==> src/sv/dnj_delay.sv <==
// ----------------------------------------------------------------------------
// dnj_delay
// Fixed-length shift line that keeps operands aligned with the pipeline.
// ----------------------------------------------------------------------------
module dnj_delay #(
  parameter int unsigned Width = 64,
  parameter int unsigned Depth = 1
) (
  input  logic             clk_i,
  input  logic [Width-1:0] d_i,
  output logic [Width-1:0] q_o
);

  logic [Width-1:0] tap_q [Depth];

  always_ff @(posedge clk_i) begin
    tap_q[0] <= d_i;
    for (int i = 1; i < Depth; i++) begin
      tap_q[i] <= tap_q[i-1];
    end
  end

  assign q_o = tap_q[Depth-1];

endmodule

==> config.mk <==
export PLATFORM = sky130hd
export DESIGN_NAME = dnj_delay
export DESIGN_NICKNAME = d
export VERILOG_FILES = /design/src/sv/dnj_delay.sv
export SDC_FILE = /design/constraint.sdc
export NUM_CORES = 1
export LEC_CHECK = 0
export ABC_AREA = 1
export CAP_MARGIN = 40
export CORE_ASPECT_RATIO = 0.75
export CORE_MARGIN = 1
export CORE_UTILIZATION = 45
export CTS_CLUSTER_DIAMETER = 30
export DETAILED_ROUTE_END_ITERATION = 8
export DONT_BUFFER_PORTS = 1
export GPL_ROUTABILITY_DRIVEN = 0
export SETUP_SLACK_MARGIN = 0.4
export SLEW_MARGIN = 0
export SYNTH_ARGS = -nofsm -noshare
export SYNTH_HDL_FRONTEND = slang
export SYNTH_SLANG_ARGS = --single-unit
==> constraint.sdc <==
create_clock -name clk_i -period 0.8 [get_ports clk_i]
set_clock_uncertainty 0.2 [all_clocks]
set_input_delay 0.24 -clock clk_i [delete_from_list [all_inputs] [get_ports clk_i]]
set_output_delay 0.24 -clock clk_i [all_outputs]
set_load 0.005 [all_outputs]
### Word level (Yosys, flattened, before mapping)

Memories as Yosys holds them, arrays and structs flattened.
Index checks and enable logic that the tools add are counted.

| storage, ports and cells | value |
|---|---|
| memory bits (writable) | 64 |
| memories | 1 |
| output and inout port bits | 64 |
| register bits after elaboration | 0 |

Memory list:

| memory | words | bits a word | read ports | clocked after memory_dff | wr ports | line | RTL |
|---|---|---|---|---|---|---|---|
| tap_q | 1 | 64 | 1 | 0 | 1 | 14 | `logic [Width-1:0] tap_q [Depth];` |

### Logic depth before layout (Yosys ltp)

Gate-level depths: netlist (run 1).

| depth | value |
|---|---|
| word-level depth | 0 |
| gate-level depth with buffers | 0 |
| gate-level depth less buffers | 0 |

### Worst setup path before layout (run 1)

No wires, ideal clock.

| timing | value |
|---|---|
| kind | register to output |
| start | memory tap_q[0][0] |
| end | output q_o[0] |
| cell stages (with the launch flop) | 1 |
| path buffers | 0 |
| path slack | 0.062 ns |
| arrival time | 0.298 ns |
| path through | dfxtp_1 |

RTL lines:

| item | line | RTL |
|---|---|---|
| start, declared | 14 |  |
| end, declared | 11 | `output logic [Width-1:0] q_o` |

==> flow_summary.toml, run 1 <==
[run_status]
outcome = "finished, violations left"
violations = "negative hold slack, negative setup slack"

[clock_tree]
cts-htree-levels = 3
root_buffer = "clkbuf_8"
cts_tree = "done"
clk_path_buf_depth = 2
ctsResizeCount = 0
cts.clk_slew.worst_paths_ns = 0.06
clkSinkCount = 64
cts_made_buffers = 9

[finish]
drive_gt1_frac = 0.987
final_cells = 113
largest_reg_flops = 64
multiInputCombCellCount = 0
regMostFlops = "tap_q"
final_core_util = 0.588
reg.largest.list = "tap_q: 64 flops"
layout.nets = 140
layout_commonest_cell = "dfxtp_2"
diodes = 0
final_cell_mix = "dfxtp_2, clkbuf_8, clkinv_2, clkbuf_1"
syn2layout_area_growth_pct = 22.3
multiInputGateArea_um2 = 0

[logic_synthesis]
synth_compound_area_frac = 0
yosysTopAreaCell = "dfxtp_1"
ys_seq_elements = 64
synth.mux.area_fraction = 0
ys_warn_count = 0
synth_fa_ha_area_frac = 0
seq_area_frac_synth = 1.00
synthCells = 64
syn_nets = 129
syn_area_per_cell_um2 = 20.0
netlist_area_um2 = 1280
synthTopCellsByArea = "dfxtp_1"
synth_top_area_frac = 1.00
synth_cell_types = 1
yosys.area_share.simple = 0
synth-xor-area-share = 0

[critical_path]
arrival_ns = 0.64
cp_max_fo = 1
worstSetupPathType = "flop to output pin"
startpoint_type = "flop"
cp.required_ns = 0.36
crit_cells = 0
crit_start = "tap_q[0][50]"
cp-end-kind = "output pin"
crit_path_end = "q_o[50]"

[sta]
setup_slack_ns = -0.280
drv_slew = 0
rsz0062_at_grt = "yes"
fmax_ghz = 0.926
hold_ws_ns = -0.249
tightest_slew_ns = 0.0952
hold_violations = 64
slew_headroom = 0.937
finalSetupViolCount = 64
finalCritPeriodShare = 1.35
min_period_ns = 1.08

[detailed_routing]
routed_via_density = 4.50
drc_errors = 0
drtPass1Iterations = 4
wirelength_um = 2080
ant_nets = 0
routedWlPerCell_um = 18.4
drtIter0Drc = 7
vias = 509

[place]
dp_cells = 100
pre_cts_ws_ns = 0.0451
portBuffers = 0

[grt]
grt.overflow.total = 0
grt_max_degree = 10
grtUsageTotal = 0.128
antenna_found_initial = 0
grt_pass1_wl_um = 2450
grt_pass1_vias = 492

[power]
total_power_mw = 5.66
pwr-share-seq = 0.616
internal-power_mw = 4.63
p_per_area_nw_per_um2 = 3620
p_sw_frac = 0.182
p_comb_frac = 0
p_clk_frac = 0.384
power_leakage_nw = 0.625
p_sw_mw = 1.03
max-vdd-ir-drop_mv = 2.21

[floorplan]
coreArea_um2 = 2660
rows = 16
die_w_um = 63.6
initial_core_util = 0.481
die-area_um2 = 3070
die_h_um = 48.2
pin_count = 129

[run]
maxCapViolations = 0

[hold_path]
hp-class = "input pin to flop"
==> routing by layer <==
layer | GRT usage | share of wire | vias to the layer above
met2 | 0.194 | 0.50 | 73
met5 | 0 | 0 | -
li1 | - | - | 215
met3 | 0.161 | 0.19 | 2
met1 | 0.0896 | 0.30 | 219
met4 | 0.0818 | 0.0082 | 0
==> repair_timing <==
action | in CTS | in global routing
endpoints found under the hold margin | 64 | 64
cloned | 0 | 0
buffers inserted | 0 | 0
endpoints found under the setup margin | 64 | 64
==> cell usage after synthesis <==
library cell	count
dfxtp_1	64
==> final cells by class <==
class | count | area, um2
well taps | 36 | 45.0
fillers | 201 | 1100
flip-flops and latches | 64 | 1360
clock buffers | 12 | 155
clock inverters | 1 | 5.00
==> through the flow <==
stage	cell area [um2]	setup TNS, ns
floorplan	1360	0
global placement	1410	0
detailed placement	1410	0
CTS	1570	-18.41
global route	1570	-19.47
finish	1570	-17.33
==> cell families (layout without fill, tap and decap cells) <==
logic type | count (synthesis) | count (layout)
flip-flops | 64 | 64
buffers and inverters | 0 | 13
==> worst min-delay path by stage <==
stage	startpoint	end	slack [ns]	cells past startpoint
after floorplan	d_i[0]	tap_q[0][0]	0.07	0
after global placement	d_i[14]	tap_q[0][14]	0.07	0
after detailed placement	d_i[24]	tap_q[0][24]	0.07	0
after CTS	d_i[43]	tap_q[0][43]	-0.26	0
after global routing	d_i[39]	tap_q[0][39]	-0.28	0
final	d_i[23]	tap_q[0][23]	-0.25	0
==> power by group through the flow <==
stage	registers, mW	clock network (mW)	logic [mW]
4_1_cts	3.49	2.24	0
6_report	3.49	2.18	0
3_5_place_dp	3.56	0	0
3_3_place_gp	3.55	0	0
2_1_floorplan	3.53	0	0
5_1_grt	3.50	2.40	0
Power figures use the tool's default switching activity.
==> run 2: changes to the inputs <==
ABC_AREA = 0   (was 1)
clock period = 1.3 ns   (was 0.8 ns; I/O delays follow)
==> flow_summary.toml, run 2 (synthesis gave the netlist of run 1 again) <==
[finish]
layout_commonest_cell = "dfxtp_2"
final_core_util = 0.841
multiInputCombCellCount = 0
fin_area_um2 = 2240
largest_reg_flops = 64
diodes = 0
regMostFlops = "tap_q"
reg.largest.list = "tap_q: 64 flops"
drive_gt1_frac = 0.535
multiInputGateArea_um2 = 0
final_cell_mix = "dfxtp_2, dlygate4sd3_1, clkbuf_8"
layout.nets = 204
syn2layout_area_growth_pct = 74.8

[critical_path]
arrival_ns = 0.65
cp_max_fo = 1
cp-end-kind = "output pin"
startpoint_type = "flop"
worstSetupPathType = "flop to output pin"
cp.required_ns = 0.71

[sta]
finalSetupViolCount = 0
setup_slack_ns = 0.0566
finalCritPeriodShare = 0.956
tns_ns = 0
slew_headroom = 0.932
rsz0062_at_grt = "yes"
tightest_slew_ns = 0.102
min_period_ns = 1.24
drv_slew = 0
fmax_ghz = 0.804
hold_violations = 0

[clock_tree]
cts_tree = "done"
cts_made_buffers = 9
cts_setup_buffers = 0
clk_path_buf_depth = 2
clkSinkCount = 64
cts.clk_slew.worst_paths_ns = 0.06
root_buffer = "clkbuf_8"
cts-htree-levels = 3

[floorplan]
die_h_um = 48.2
coreArea_um2 = 2660
initial_core_util = 0.481
rows = 16
die-area_um2 = 3070
die_w_um = 63.6
pin_count = 129

[run_status]
outcome = "completed"

[detailed_routing]
wl_met1_um = 929
met2_length_um = 1450
drtIter0Drc = 8
routedWlPerCell_um = 15.4
routed_via_density = 4.26
vias = 759
routed.top_layer = "met4"
wirelength_um = 2750
routed-wl-met3_um = 328
drc_errors = 0
ant_nets = 0
drtPass1Iterations = 4

[grt]
antenna_found_initial = 0
grtUsageTotal = 0.140
grt_pass1_wl_um = 2650
grt_pass1_vias = 540
grt.overflow.total = 0
grt_max_degree = 10

[power]
power_leakage_nw = 0.967
max-vdd-ir-drop_mv = 1.20
total_power_mw = 3.74
p_per_area_nw_per_um2 = 1670

[place]
pre_cts_ws_ns = 0.377
portBuffers = 0
post_dp_cell_area_um2 = 1330

[hold_path]
hp-class = "input pin to flop"

[run]
maxCapViolations = 0
-- run 2: cell types whose count changed in the layout (fill, tap and decap cells not counted) --
cell            previous run  this run
dlygate4sd3_1              0        56
dlymetal6s4s_1             0         8
clkbuf_1                   1         2
clkbuf_8                  11        12
clkinv_2                   1         0
-- run 2: worst paths after layout --
check	startpoint	endpoint	slack [ns]	depth (start not counted)
max	tap_q[0][20]	q_o[20]	0.06	0
min	d_i[38]	tap_q[0][38]	0.06	1
-- run 2: cell type report --
cell class / instances / area, um2
fill: 138 / 423
tap: 36 / 45.0
sequential: 64 / 1360
clock buffer: 14 / 173
timing repair buffer: 64 / 661
-- run 2: per-layer routing --
metal  up-vias  global-route usage
met5         -                   0
met4         0               0.123
met3         4               0.140
met2        76               0.209
met1       335               0.112
li1        344                   -
-- run 2: what timing repair did --
item | CTS | global route
cloned | 0 | 0
hold buffers | 9 | 55
pin swaps | 0 | 0
resized for setup | 64 | 8
hold endpoints to repair | 64 | 55
endpoints found under the setup margin | 64 | 72
-- run 2: stage by stage --
step	hold slack (ns)	instances
after floorplan	0.218	64
after CTS	-0.125	123
after global placement	0.218	100
after global routing	0.0482	178
final	0.0601	178
after detailed placement	0.218	100
-- run 2: power by group --
part	switching, mW	total, mW	internal (mW)	leakage [nW]
Sequential	0.0559	2.15	2.09	0.540
Combinational	0.0240	0.155	0.131	0.338
Clock	0.612	1.44	0.829	0.0886
